**src/sdr_pkg.sv**
```systemverilog
// Shared types, codes and defaults for the shortest-path relaxation engine.
// Depends on nothing; sdr_front, sdr_queue, sdr_back and the top level import it.
package sdr_pkg;

  localparam int unsigned DefMaxLocalVertices = 1024;
  localparam int unsigned DefMaxDegree        = 32;
  localparam int unsigned DefMaxParts         = 8;
  localparam int unsigned QueueDepth          = 4;

  localparam logic [30:0] DistMax = 31'h7FFF_FFFF;

  typedef enum logic [1:0] {
    CMD_EDGE  = 2'd0,
    CMD_BOUND = 2'd1,
    CMD_RELAX = 2'd2,
    CMD_NONE  = 2'd3
  } cmd_e;

  typedef enum logic [1:0] {
    OP_EDGE  = 2'd0,
    OP_BOUND = 2'd1,
    OP_RELAX = 2'd2,
    OP_ERR   = 2'd3
  } op_e;

  typedef enum logic [2:0] {
    KIND_ACK     = 3'd0,
    KIND_ERROR   = 3'd1,
    KIND_SAME    = 3'd2,
    KIND_NOEDGE  = 3'd3,
    KIND_SEND    = 3'd4,
    KIND_DROP    = 3'd5
  } kind_e;

  typedef enum logic [1:0] {
    REG_LOCAL_BASE   = 2'd0,
    REG_VERTEX_LIMIT = 2'd1,
    REG_NUM_PARTS    = 2'd2,
    REG_NONE         = 2'd3
  } reg_e;

  typedef struct packed {
    op_e         op;
    logic [30:0] vertex;
    logic [30:0] neighbor;
    logic [15:0] weight;
    logic [30:0] distance;
    logic [2:0]  slot;
  } op_t;

  typedef struct packed {
    logic [30:0] local_base;
    logic [30:0] vertex_limit;
    logic [3:0]  num_parts;
  } cfg_t;

  typedef struct packed {
    kind_e       kind;
    logic [30:0] target;
    logic [30:0] new_dist;
    logic [2:0]  part;
    logic        last;
  } result_t;

endpackage

```
**src/sdr_queue.sv**
```systemverilog
// Short operation queue between the front end and the back end.
// Depends on sdr_pkg.
module sdr_queue import sdr_pkg::*; (
  input  logic clk_i,
  input  logic rst_ni,
  input  logic push_i,
  input  op_t  data_i,
  output logic full_o,
  input  logic pop_i,
  output logic valid_o,
  output op_t  data_o
);

  localparam int unsigned PtrW = $clog2(QueueDepth);

  op_t             mem_q [QueueDepth];
  logic [PtrW-1:0] wr_q, rd_q;
  logic [PtrW:0]   cnt_q;

  assign full_o  = (cnt_q == (PtrW+1)'(QueueDepth));
  assign valid_o = (cnt_q != '0);
  assign data_o  = mem_q[rd_q];

  always_ff @(posedge clk_i) begin
    if (push_i) begin
      mem_q[wr_q] <= data_i;
    end
  end

  always_ff @(posedge clk_i or negedge rst_ni) begin
    if (!rst_ni) begin
      wr_q  <= '0;
      rd_q  <= '0;
      cnt_q <= '0;
    end else begin
      if (push_i) begin
        wr_q <= wr_q + 1'b1;
      end
      if (pop_i) begin
        rd_q <= rd_q + 1'b1;
      end
      cnt_q <= cnt_q + (PtrW+1)'(push_i) - (PtrW+1)'(pop_i);
    end
  end

endmodule

```
**config.mk**
```make
export PLATFORM = sky130hd
export DESIGN_NAME = sdr_queue
export DESIGN_NICKNAME = d
export VERILOG_FILES = /design/src/sdr_pkg.sv /design/src/sdr_queue.sv
export SDC_FILE = /design/constraint.sdc
export NUM_CORES = 1
export LEC_CHECK = 0
export BUFFER_PORTS_ARGS = -buffer_cell sky130_fd_sc_hd__clkbuf_2
export CORE_MARGIN = 5
export CORE_UTILIZATION = 40
export DETAILED_ROUTE_END_ITERATION = 12
export SYNTH_ARGS = -nofsm -noshare
export SYNTH_HDL_FRONTEND = slang
export SYNTH_SLANG_ARGS = --single-unit
```
**constraint.sdc**
```tcl
create_clock -name clk_i -period 3.5 [get_ports clk_i]
set_clock_uncertainty 0.05 [all_clocks]
set_input_delay 0.175 -clock clk_i [delete_from_list [all_inputs] [get_ports clk_i]]
set_output_delay 0.175 -clock clk_i [all_outputs]
set_load 0.05 [all_outputs]
```
==> out/metrics.csv <==
metric,value,unit
slew_viol_final,0,
num_vias,7851,
syn_area,16810,sq um
drt-total-wl,33.36,mm
fp.dieH,215.0,um
start_kind,flip-flop,
end_kind,output port,
yosysTopAreaCell,edfxtp_1,
ant_nets,0,
tritoncts,built,
cap_violations,0,
post-route-period-util,75.17,%
dp_hpwl,19.65,mm
ctsResizeCount,0,
drt_pre_antenna_iters,4,
antenna_found_initial,1,
drive_above_1_share,40.96,%
synthFlopType,edfxtp_1,
syn_to_final_growth,27.36,%
fin_crit,2.631,ns
drtIter0Drc,515,
synth_cells,630,
diodes,0,
gp_congestion,0.6828,
synth_area_leaders,"edfxtp_1, mux4_2, dfrtp_1, ha_1, buf_2",
path_max_fanout,29,
max_stage_delay,0.60,ns
p_per_area,932.6,nW/um^2
synth-seq-cells,463,
arrival,2.41,ns
clk_pin_slew,0.06,ns
rsz0062_at_grt,no,
ys_warn_count,0,
ff2ff_path_depth,4,
insertion_delay,0.56,ns
clock_sinks,463,
tightest_slew,0.6121,ns
ys_seq_area_share,82.49,%
synthArstFlopShare,1.512,%
hold_slack,0.3068,ns
fmax,380.1,MHz
finalSetupViolations,0,
path_cells,buf_4 > mux4_2 > clkbuf_2,
netlist.area_leader.share,81.45,%
place_inst,1391,
ios,234,
die-area,46230,sq um
placementRows,75,
crit_slowest_cell,mux4_2,
clockBufferDepth,3,
synth_nets,755,
ys_types,17,
maxSlewHeadroom,59.19,%
synthTopCellsByCount,"edfxtp_1, mux4_2, buf_2",
fin_cells,1596,
postPlaceCellArea,18740,sq um
avgSynthCellArea,26.68,sq um
grt_max_degree,56,
io_buffers,233,
synth_edf_count,456,
grt_pass1_vias,8777,
route.detailed.drc,0,
cts-buffers-inserted,48,
start_util,40.26,%
fill_cells,3296,
multi_input_area,2766,sq um
fp.dieW,215.0,um
gr-total-overflow,0,
ir_drop,673.8,uV
track_usage,14.71,%
htree_num_levels,2,
grt_pass1_wl,52.45,mm
finalInstanceArea,21410,sq um
synth_most_common_cell,edfxtp_1,
p_leak,7.424,nW
crit_required,3.27,ns
nets,1145,
wire_per_inst,20.90,um
register_area,13880,sq um
critPathKind,reg -> out,
status,"finished, final reports clean",
via_per_inst,4.919,
core,41760,sq um
rrSetupSlack,1.45,ns
whs_path_depth,2,
hold_violations,0,
cts-root-buf,clkbuf_16,
min_path_type,in -> reg,
setup_tns,0,ns
-- cells by family (layout without fill, tap and decap cells) --
kind of cell / Yosys count / after routing / synth area share (%)
fa+ha+maj: 7 / 7 / 0.5656
mux: 114 / 114 / 15.27
compound gates: 1 / 1 / 0.02974
xor+xnor: 5 / 5 / 0.2605
flops: 463 / 463 / 82.49
buf+inv: 32 / 459 / 1.109
simple gates: 8 / 8 / 0.2680
-- cell usage in the layout (no fill, tap or decap) --
cell type | netlist | routed
dfrtp_4 | 0 | 2
xnor2_1 | 3 | 3
clkinv_2 | 0 | 8
bufinv_16 | 0 | 3
and3_1 | 1 | 1
clkinvlp_4 | 0 | 1
or3_1 | 1 | 1
fa_1 | 1 | 1
clkinv_4 | 0 | 1
and2_4 | 0 | 4
nand2_1 | 2 | 2
dfrtp_1 | 7 | 5
clkinv_1 | 0 | 10
clkbuf_1 | 5 | 12
xor2_1 | 2 | 2
dlygate4sd3_1 | 0 | 118
clkbuf_8 | 0 | 1
mux4_2 | 114 | 114
inv_1 | 6 | 6
buf_12 | 0 | 10
buf_4 | 1 | 5
ha_1 | 6 | 6
clkbuf_16 | 0 | 49
edfxtp_1 | 456 | 456
o21ai_0 | 1 | 1
clkbuf_2 | 0 | 233
inv_6 | 0 | 2
-- cell type report --
cell class,instances,area share (%)
Clock buffer,62,6.002
Clock inverter,25,0.9409
Inverter,6,0.1052
Multi-Input combinational cell,135,12.92
Sequential cell,463,64.81
Tap cell,539,3.150
Timing Repair Buffer,366,12.07
-- flip-flops by register name, summed over array words and instances (netlist names) --
register	count
cnt_q	3
mem_q	456
rd_q	2
wr_q	2
-- through the flow --
step           power, mW  setup WS, ns  util [%]
3_5_place_dp       15.38         1.390     44.88
4_1_cts            20.36        0.7474     51.27
2_1_floorplan      13.49        0.9840         -
5_1_grt            20.90        0.6854     51.27
6_report           19.97        0.8690     51.27
3_3_place_gp       15.32         1.405     44.88
-- critical path, delay by kind of cell (launching register included) --
family | cells | cell delay [ns]
buf+inv | 2 | 0.77
flops | 1 | 0.46
mux | 1 | 0.60
-- power breakdown --
group	switching [mW]	total [mW]	internal, mW
Clock	1.99	4.80	2.81
Sequential	0.309	7.56	7.25
Combinational	5.32	7.61	2.29
-- path summary, 6_finish.rpt --
path | startpoint | to
worst max-delay path | rd_q[0]$_DFFE_PN0P_ | data_o[106]
worst min-delay path | data_i[17] | mem_q[1][17]$_DFFE_PP_
worst max register to register | wr_q[1]$_DFFE_PN0P_ | mem_q[1][90]$_DFFE_PP_
worst min register to register | wr_q[0]$_DFFE_PN0P_ | wr_q[0]$_DFFE_PN0P_
max in group asynchronous | rst_ni | rd_q[0]$_DFFE_PN0P_
min in group asynchronous | rst_ni | rd_q[1]$_DFFE_PN0P_
-- layer usage --
metal	global-route usage, %	routed length [um]	vias to the layer above	share of wire (%)
met5	0	13	-	0.039
met4	4.950	817	2	2.4
met3	3.490	1740	52	5.2
met2	24.53	16580	178	50
met1	19.24	14210	4102	43
li1	-	-	3517	-
-- timing repair --
item	in CTS	in global routing
hold buffers	118	0
setup buffers	0	0
hold endpoints to repair	468	0
Power figures use the tool's default switching activity.
