File: src/sdr_pkg.sv
// Shared types, codes and defaults for the shortest-path relaxation engine.
// Depends on nothing; sdr_front, sdr_queue, sdr_back and the top level import it.
package sdr_pkg;

  localparam int unsigned DefMaxLocalVertices = 1024;
  localparam int unsigned DefMaxDegree        = 32;
  localparam int unsigned DefMaxParts         = 8;
  localparam int unsigned QueueDepth          = 4;

  localparam logic [30:0] DistMax = 31'h7FFF_FFFF;

  typedef enum logic [1:0] {
    CMD_EDGE  = 2'd0,
    CMD_BOUND = 2'd1,
    CMD_RELAX = 2'd2,
    CMD_NONE  = 2'd3
  } cmd_e;

  typedef enum logic [1:0] {
    OP_EDGE  = 2'd0,
    OP_BOUND = 2'd1,
    OP_RELAX = 2'd2,
    OP_ERR   = 2'd3
  } op_e;

  typedef enum logic [2:0] {
    KIND_ACK     = 3'd0,
    KIND_ERROR   = 3'd1,
    KIND_SAME    = 3'd2,
    KIND_NOEDGE  = 3'd3,
    KIND_SEND    = 3'd4,
    KIND_DROP    = 3'd5
  } kind_e;

  typedef enum logic [1:0] {
    REG_LOCAL_BASE   = 2'd0,
    REG_VERTEX_LIMIT = 2'd1,
    REG_NUM_PARTS    = 2'd2,
    REG_NONE         = 2'd3
  } reg_e;

  typedef struct packed {
    op_e         op;
    logic [30:0] vertex;
    logic [30:0] neighbor;
    logic [15:0] weight;
    logic [30:0] distance;
    logic [2:0]  slot;
  } op_t;

  typedef struct packed {
    logic [30:0] local_base;
    logic [30:0] vertex_limit;
    logic [3:0]  num_parts;
  } cfg_t;

  typedef struct packed {
    kind_e       kind;
    logic [30:0] target;
    logic [30:0] new_dist;
    logic [2:0]  part;
    logic        last;
  } result_t;

endpackage

File: src/sdr_front.sv
// Front end: accepts input items and classifies them into operations.
// Depends on sdr_pkg.
module sdr_front import sdr_pkg::*; #(
  parameter int unsigned MAX_LOCAL_VERTICES = DefMaxLocalVertices,
  parameter int unsigned MAX_PARTS          = DefMaxParts
) (
  input  cfg_t        cfg_i,
  input  logic [1:0]  cmd_i,
  input  logic [30:0] vertex_i,
  input  logic [30:0] neighbor_i,
  input  logic [15:0] weight_i,
  input  logic [30:0] distance_i,
  input  logic [2:0]  slot_i,
  output op_t         op_o
);

  logic [30:0] diff;
  logic        is_local;

  assign diff     = vertex_i - cfg_i.local_base;
  assign is_local = (vertex_i >= cfg_i.local_base) && (diff < 31'(MAX_LOCAL_VERTICES));

  always_comb begin
    op_o.vertex   = vertex_i;
    op_o.neighbor = neighbor_i;
    op_o.weight   = weight_i;
    op_o.distance = distance_i;
    op_o.slot     = slot_i;
    unique case (cmd_e'(cmd_i))
      CMD_EDGE:  op_o.op = is_local ? OP_EDGE : OP_ERR;
      CMD_BOUND: op_o.op = ({1'b0, slot_i} < 4'(MAX_PARTS)) ? OP_BOUND : OP_ERR;
      CMD_RELAX: op_o.op = is_local ? OP_RELAX : OP_ERR;
      default:   op_o.op = OP_ERR;
    endcase
  end

endmodule

File: config.mk
export PLATFORM = sky130hd
export DESIGN_NAME = sdr_front
export DESIGN_NICKNAME = d
export VERILOG_FILES = /design/src/sdr_pkg.sv /design/src/sdr_front.sv
export SDC_FILE = /design/constraint.sdc
export NUM_CORES = 1
export LEC_CHECK = 0
export BUFFER_PORTS_ARGS = -buffer_cell sky130_fd_sc_hd__buf_4
export CORE_AREA = 2 2 115 117
export DETAILED_ROUTE_END_ITERATION = 6
export DIE_AREA = 0 0 117 119
export GPL_TIMING_DRIVEN = 0
export PLACE_DENSITY = 0.62
export SLEW_MARGIN = 5
export SYNTH_ARGS = -nofsm -noshare
export SYNTH_HDL_FRONTEND = slang
export SYNTH_SLANG_ARGS = --single-unit
export TNS_END_PERCENT = 50
File: constraint.sdc
create_clock -name vclk -period 3.89
set_input_delay 0.1945 -clock vclk [all_inputs]
set_output_delay 0.1945 -clock vclk [all_outputs]
set_load 0.005 [all_outputs]
==> impl_metrics.toml, run 1 <==
[run_status]
status = "finished, final reports clean"

[yosys]
synth_top_family_by_area = "buffers and inverters"
postSynthAreaPerCell_um2 = 6.67
syn_area_um2 = 3190
yosys.area.top_type = "buf_4"
synth_mux_area_share_pct = 1.96
yosysUniqueCellTypes = 68
synth-simple-area-share_pct = 22.5
synth_cells = 478
synth_top_area_share_pct = 26.4
seq_area_frac_synth_pct = 0
yosysMostFrequentCell = "buf_4"
synth_common_cells = "buf_4 (112), inv_1 (39), a21oi_1 (35), nand2_1 (35), ha_1 (31)"
synth_warnings = 0
synth-adder-area-share_pct = 12.2
synth_xor_xnor_area_share_pct = 1.10
synth_area_leaders = "buf_4 (26%), ha_1 (12%), a21oi_1 (5.5%)"
synth_nets = 689
synth_compound_area_share_pct = 29.0

[cells_and_area]
layout-drive-gt1-share_pct = 47.4
seq_cells = 0
antennaDiodeCount = 0
regArea_um2 = 0
nets = 869
n_clock_buffer = 0
area.growth.synth_to_final_pct = 48.8

[worst_setup_path]
worstSetupPathType = "input pin to output pin"
crit_fanout = 7
slowest_delay_ns = 0.50
slowest_stage = "or4_1"
startpoint_type = "input pin"
required_ns = 3.70
cp_cell_sequence = "buf_4, inv_1, ha_1, a211o_1, a21oi_4, o211ai_4, a21oi_1, mux2_2, a211o_1, or4_1, o41a_1, buf_4"
crit_arrival_ns = 3.23
end_kind = "output pin"

[timing]
setup_ws_ns = 0.468
maxSlewHeadroom_pct = 70.5
fin_crit_ns = 3.42
finalHoldViolations = 0
layout_worst_path_cycle_share_pct = 88.0
maxSlewViolCount = 0
tightest_slew_ns = 0.440
fin_tns_setup_ns = 0
rsz0062_at_grt = "false"
setup_viol = 0
max_freq_mhz = 292

[drt]
dr.pass1.iters = 5
vias = 3864
avgViaCountPerCell = 4.64
wl_per_cell_um = 12.4
drt_iter0_drc = 188
drc = 0
totalWireLength_um = 10300
drtAntennaViolNets = 0

[floorplanning]
die_h_um = 119
row_count = 42
start_util_pct = 24.8
fp.dieArea_um2 = 13900
dieWidth_um = 117
io_pins = 294
core_area_um2 = 12900

[global_route]
antenna_found_initial = 0
grt.met1_usage_pct = 17.7
use_met2_pct = 23.9
grt.overflow.total = 0
grt_pass1_vias = 3377
grt_usage_pct = 13.2
grt_first_pass_wirelength_um = 15500
top_usage_layer = "met2"
grt_max_degree = 11
met3_usage_pct = 0.712

[worst_hold_path]
hold_path_class = "input pin to output pin"

[power_and_ir_drop]
p_per_area_nw_per_um2 = 133
worst_ir_drop_vdd_mv = 0.0356
fin_total_pwr_uw = 631
leakagePower_uw = 0.00244

[clock_tree]
ctsResizeCount = 0
postCtsSetupBuffers = 0
cts-hold-fix-buffers = 0

[place]
portBuffers = 178
post-dp-hpwl_um = 9190
routabilityCongestion = 0.885
post-place-ws_ns = 0.444

[run]
maxCapViolCount = 0
[power by group]
part | switching [µW] | internal, µW
sequential | 0 | 0
clock | 0 | 0
combinational | 304 | 327
[per-layer routing]
layer / vias to the layer above / share of wire [%]
met4: 0 / 0.71
met5: - / 0
li1: 1962 / -
met1: 1695 / 43
met3: 6 / 7.6
met2: 201 / 49
[per-stage QoR]
| stage | hold WS (ns) | instances | instance area [µm²] | util (%) |
|---|---|---|---|---|
| after detailed placement | 0.555 | 832 | 4740 | 36.9 |
| after floorplan | 0.470 | 478 | 3190 | - |
| after CTS | 0.555 | 832 | 4740 | 36.9 |
| after global placement | 0.554 | 832 | 4740 | 36.9 |
| final | 0.554 | 832 | 4740 | 36.9 |
| after global routing | 0.557 | 832 | 4740 | 36.9 |
[cell type report]
cell class                      instances  area [µm²]
Buffer                                128         915
Fill cell                            1424        8130
Inverter                               39         146
Multi-Input combinational cell        311        2130
Tap cell                              176         220
Timing Repair Buffer                  178        1340
[final timing paths]
path,depth (start not counted),end,from
worst min-delay path,2,op_o[12],distance_i[9]
worst max-delay path,12,op_o[113],cfg_i[42]
[worst max-delay path: cells and delay by family]
kind / cells / cell delay [ns]
AO/OA/AOI/OAI: 6 / 1.53
adder cells (fa/ha/maj): 1 / 0.37
buffers and inverters: 3 / 0.26
multiplexers: 1 / 0.38
AND/OR/NAND/NOR: 1 / 0.50
[logic make-up (layout without fill, tap and decap cells)]
family / Yosys count / in the layout
buffers and inverters: 167 / 345
and+or+nand+nor: 136 / 136
AOI/OAI and AO/OA: 134 / 134
adders and majority gates: 31 / 31
muxes: 6 / 6
xor gates and xnor gates: 4 / 4
[layout by cell type (no fill, tap or decap), types with 6 or more instances in the layout]
| cell | instances |
|---|---|
| buf_4 | 290 |
| a21oi_1 | 35 |
| inv_1 | 39 |
| ha_1 | 31 |
| nand3_1 | 7 |
| nor2_1 | 27 |
| o21a_1 | 14 |
| a211oi_1 | 6 |
| or3_1 | 7 |
| clkbuf_1 | 10 |
| nand2_1 | 35 |
| o21ai_0 | 26 |
| nand4_1 | 14 |
| nor3_1 | 8 |
| o211ai_1 | 6 |
Power figures use the tool's default switching activity.
==> run 2: changes to the inputs <==
==> constraint.sdc (replaced) <==
create_clock -name vclk -period 3.89
set_input_delay 0.389 -clock vclk [all_inputs]
set_output_delay 0.389 -clock vclk [all_outputs]
set_load 0.005 [all_outputs]
==> run 2 against run 1 <==
  * Die area unchanged
  * Largest power group unchanged
  * Global-route usage unchanged
  * Worst setup slack got worse by 0.42 ns
  * Sequential share of layout area unchanged
  * Non-clock buffer count decreased by 1
  * Critical path depth unchanged
  * First-iteration DRC count decreased by 6.9%
  * Maximum frequency decreased by 11%
  * Final cell count decreased by 0.12%
  * Count of clock-buffer cells in the layout unchanged
==> impl_metrics.toml, run 2 (same netlist as run 1, synthesis figures left out) <==
[floorplanning]
core_area_um2 = 12900
row_count = 42
fp.dieArea_um2 = 13900
dieWidth_um = 117
io_pins = 294
die_h_um = 119
start_util_pct = 24.8

[power_and_ir_drop]
leakagePower_uw = 0.00245
worst_ir_drop_vdd_mv = 0.0359
switchingPower_uw = 305
swShare_pct = 48.1
internal_power_uw = 330
p_per_area_nw_per_um2 = 134
combPwrFrac_pct = 100.0
power_frac_seq_pct = 0
power.clock.fraction_pct = 0

[drt]
vias = 3850
drc = 0
avgViaCountPerCell = 4.63
totalWireLength_um = 10300
drtAntennaViolNets = 0
drt_iter0_drc = 175
dr.pass1.iters = 4
wl_per_cell_um = 12.4

[cells_and_area]
nFillCells = 1418
nets = 868
antennaDiodeCount = 0
final_core_util_pct = 36.9
layout-drive-gt1-share_pct = 48.2
final_common_cell = "buf_4"
regArea_um2 = 0
seq_cells = 0
n_clock_buffer = 0
final_cell_mix = "buf_4 (291), inv_1 (39), nand2_1 (35)"
area.growth.synth_to_final_pct = 49.2

[run_status]
status = "finished, final reports clean"

[global_route]
grt_first_pass_wirelength_um = 15500
antenna_found_initial = 0
grt_pass1_vias = 3377
grt.overflow.total = 0
grt_max_degree = 11
grt_usage_pct = 13.2

[worst_setup_path]
end_kind = "output pin"
startpoint_type = "input pin"
crit_arrival_ns = 3.45
required_ns = 3.50
worstSetupPathType = "input pin to output pin"
crit_fanout = 7

[timing]
fin_crit_ns = 3.84
finalHoldViolations = 0
max_freq_mhz = 260
layout_worst_path_cycle_share_pct = 98.7
hold_ws_ns = 0.943
maxSlewViolCount = 0
setup_ws_ns = 0.0501
rsz0062_at_grt = "true"
tightest_slew_ns = 0.432
maxSlewHeadroom_pct = 71.0
setup_viol = 0

[place]
post-place-ws_ns = 0.0554
routabilityCongestion = 0.885
post-dp-hpwl_um = 9190
portBuffers = 178

[run]
maxCapViolCount = 0

[clock_tree]
cts-hold-fix-buffers = 0

[worst_hold_path]
hold_path_class = "input pin to output pin"
-- run 2: final timing paths --
check / startpoint / end / slack, ns / cells past startpoint
hold / removal: distance_i[9] / op_o[12] / 0.94 / 2
setup / recovery: cfg_i[42] / op_o[113] / 0.05 / 12
-- run 2: timing repair --
action | in CTS | in global routing
buffers inserted | 0 | 1
gates resized for setup | 0 | 6
hold endpoints to repair | 0 | 0
setup endpoints to repair | 0 | 2
-- run 2: layer usage --
metal / wire, µm / up-vias / track usage (%)
li1: - / 1961 / -
met1: 4380 / 1702 / 17.7
met2: 5070 / 181 / 23.9
met3: 803 / 6 / 0.712
met4: 73 / 0 / 1.18
met5: 0 / - / 0
-- run 2: final cells by class --
class	instances	area (µm²)	share of cell area, %
buffer	126	908	19.1
inverter	39	146	3.08
timing repair buffer	179	1340	28.3
multi-input combinational	311	2140	44.9
tap	176	220	4.63
-- run 2: stage by stage --
stage               area (µm²)  setup TNS [ns]  std cells  total power [µW]
floorplan                 3190               0        478               399
global placement          4740               0        832               626
detailed placement        4740               0        832               630
CTS                       4740               0        832               632
global route              4760         -0.0361        831               702
finish                    4760               0        831               635
-- run 2: power by group through the flow --
| stage | combinational [µW] | clock, µW | sequential [µW] |
|---|---|---|---|
| finish | 635 | 0 | 0 |
| global route | 702 | 0 | 0 |
| CTS | 632 | 0 | 0 |
| detailed placement | 630 | 0 | 0 |
| global placement | 626 | 0 | 0 |
| floorplan | 399 | 0 | 0 |
-- run 2: worst max-delay path, cell delays in order --
cell and delay (ns):
buf_4 0.08, inv_1 0.03, ha_1 0.37, a211o_1 0.35
a21oi_4 0.17, o211ai_4 0.13, a21oi_1 0.29, mux2_2 0.38
a211o_1 0.22, or4_1 0.50, o41a_1 0.39, buf_4 0.14
==> run 3: changes to the inputs <==
Settings changed: REMOVE_ABC_BUFFERS from default to 1.
==> run 3 against run 2 <==
  * Count of clock-buffer cells in the layout unchanged
  * Sequential share of layout area unchanged
  * Routed wire length grew 65%
  * Combinational power decreased by 22%
  * Final cell count is 25% lower
  * Power is 22% lower
  * Maximum frequency increased by 1.8%
  * Via count shrank 15%
  * Worst setup slack improved by 0.067 ns
  * Design area fell by 31%
==> impl_metrics.toml, run 3 (same netlist as run 1, synthesis figures left out) <==
[worst_setup_path]
crit_fanout = 7
worstSetupPathType = "input pin to output pin"
required_ns = 3.50
end_kind = "output pin"
startpoint_type = "input pin"
slowest_stage = "or4_1"
cp.buffers_inverters = 3
path_delay_family = "compound AO/OA/AOI/OAI gates"
crit_arrival_ns = 3.38
slowest_delay_ns = 0.50
cp_cell_sequence = "buf_4, inv_1, ha_1, a211o_1, a21oi_4, o211ai_4, a21oi_4, mux2_2, a211o_1, or4_1, o41a_1, buf_4"

[floorplanning]
start_util_pct = 24.8
fp.dieArea_um2 = 13900
die_h_um = 119
io_pins = 294
row_count = 42
core_area_um2 = 12900
dieWidth_um = 117

[cells_and_area]
seq_cells = 0
n_clock_buffer = 0
final_core_util_pct = 25.5
regArea_um2 = 0
final_cell_mix = "buf_4 (99), inv_1 (39), nand2_1 (35)"
final_common_cell = "buf_4"
area.growth.synth_to_final_pct = 3.06
nets = 662
antennaDiodeCount = 0
layout-drive-gt1-share_pct = 27.8

[drt]
drt_iter0_drc = 204
drtAntennaViolNets = 0
dr.pass1.iters = 5
vias = 3276
drc = 0
totalWireLength_um = 17000
wl_per_cell_um = 27.2
avgViaCountPerCell = 5.24

[timing]
tightest_slew_ns = 0.434
maxSlewViolCount = 0
fin_crit_ns = 3.77
finalHoldViolations = 0
maxSlewHeadroom_pct = 70.9
max_freq_mhz = 265
setup_viol = 0
fin_tns_setup_ns = 0
rsz0062_at_grt = "true"
layout_worst_path_cycle_share_pct = 97.0

[place]
post-dp-hpwl_um = 15400
portBuffers = 97
routabilityCongestion = 0.909

[power_and_ir_drop]
internal_power_uw = 214
power_frac_seq_pct = 0
worst_ir_drop_vdd_mv = 0.0552
power.clock.fraction_pct = 0
leakagePower_uw = 0.00148
p_per_area_nw_per_um2 = 151
combPwrFrac_pct = 100.0
swShare_pct = 56.7
switchingPower_uw = 281

[global_route]
grt_usage_pct = 23.2
antenna_found_initial = 0
grt_max_degree = 13
grt_first_pass_wirelength_um = 22900
grt.overflow.total = 0
grt_pass1_vias = 3005

[worst_hold_path]
hold_path_class = "input pin to output pin"

[run]
maxCapViolCount = 0

[run_status]
status = "finished, final reports clean"
==> run 3: changes by cell type in the layout (fill, tap and decap cells not counted), sizes merged <==
| cell | delta |
|---|---|
| buf | -198 |
| clkbuf | -8 |
==> run 3: cell type report <==
type               instances  area (µm²)
fillers                 1481        9590
inverters                 39         146
multi-input cells        311        2180
well taps                176         220
repair buffers            99         743
==> run 3: through the flow <==
stage                     instance area (µm²)  setup WS [ns]  total power, µW  hold WS, ns  cells
after floorplan                          2270          0.516              301        0.778    350
after global placement                   3220        -0.0519              471        0.778    623
after detailed placement                 3220       -0.00922              473        0.778    623
after CTS                                3220         0.0319              477        0.778    623
after global routing                     3290       -0.00302              549        0.778    625
final                                    3290          0.118              495        0.778    625
==> run 3: path summary, 6_finish.rpt <==
| check | slack [ns] | endpoint | depth (start not counted) | startpoint |
|---|---|---|---|---|
| worst max-delay path | 0.12 | op_o[113] | 12 | cfg_i[42] |
| worst min-delay path | 0.78 | op_o[10] | 0 | distance_i[7] |
==> run 3: power groups by stage <==
stage / clock network, µW / logic (µW) / registers [µW]
floorplan: 0 / 301 / 0
global placement: 0 / 471 / 0
detailed placement: 0 / 473 / 0
CTS: 0 / 477 / 0
global route: 0 / 549 / 0
finish: 0 / 495 / 0
==> run 3: what timing repair did <==
item                                   4_1_cts  5_1_grt
hold buffers                                 0        0
setup endpoints to repair                    1        2
pin swaps                                    0        2
endpoints found under the hold margin        0        0
setup buffers                                0        2
gates resized for setup                      1       12
==> run 3: per-layer routing <==
metal / share of wire (%) / track usage, % / routed length (µm)
met2: 44 / 37.0 / 7460
met3: 22 / 20.3 / 3810
met5: 0.34 / 2.75 / 58
met1: 28 / 20.7 / 4740
met4: 5.5 / 9.63 / 931
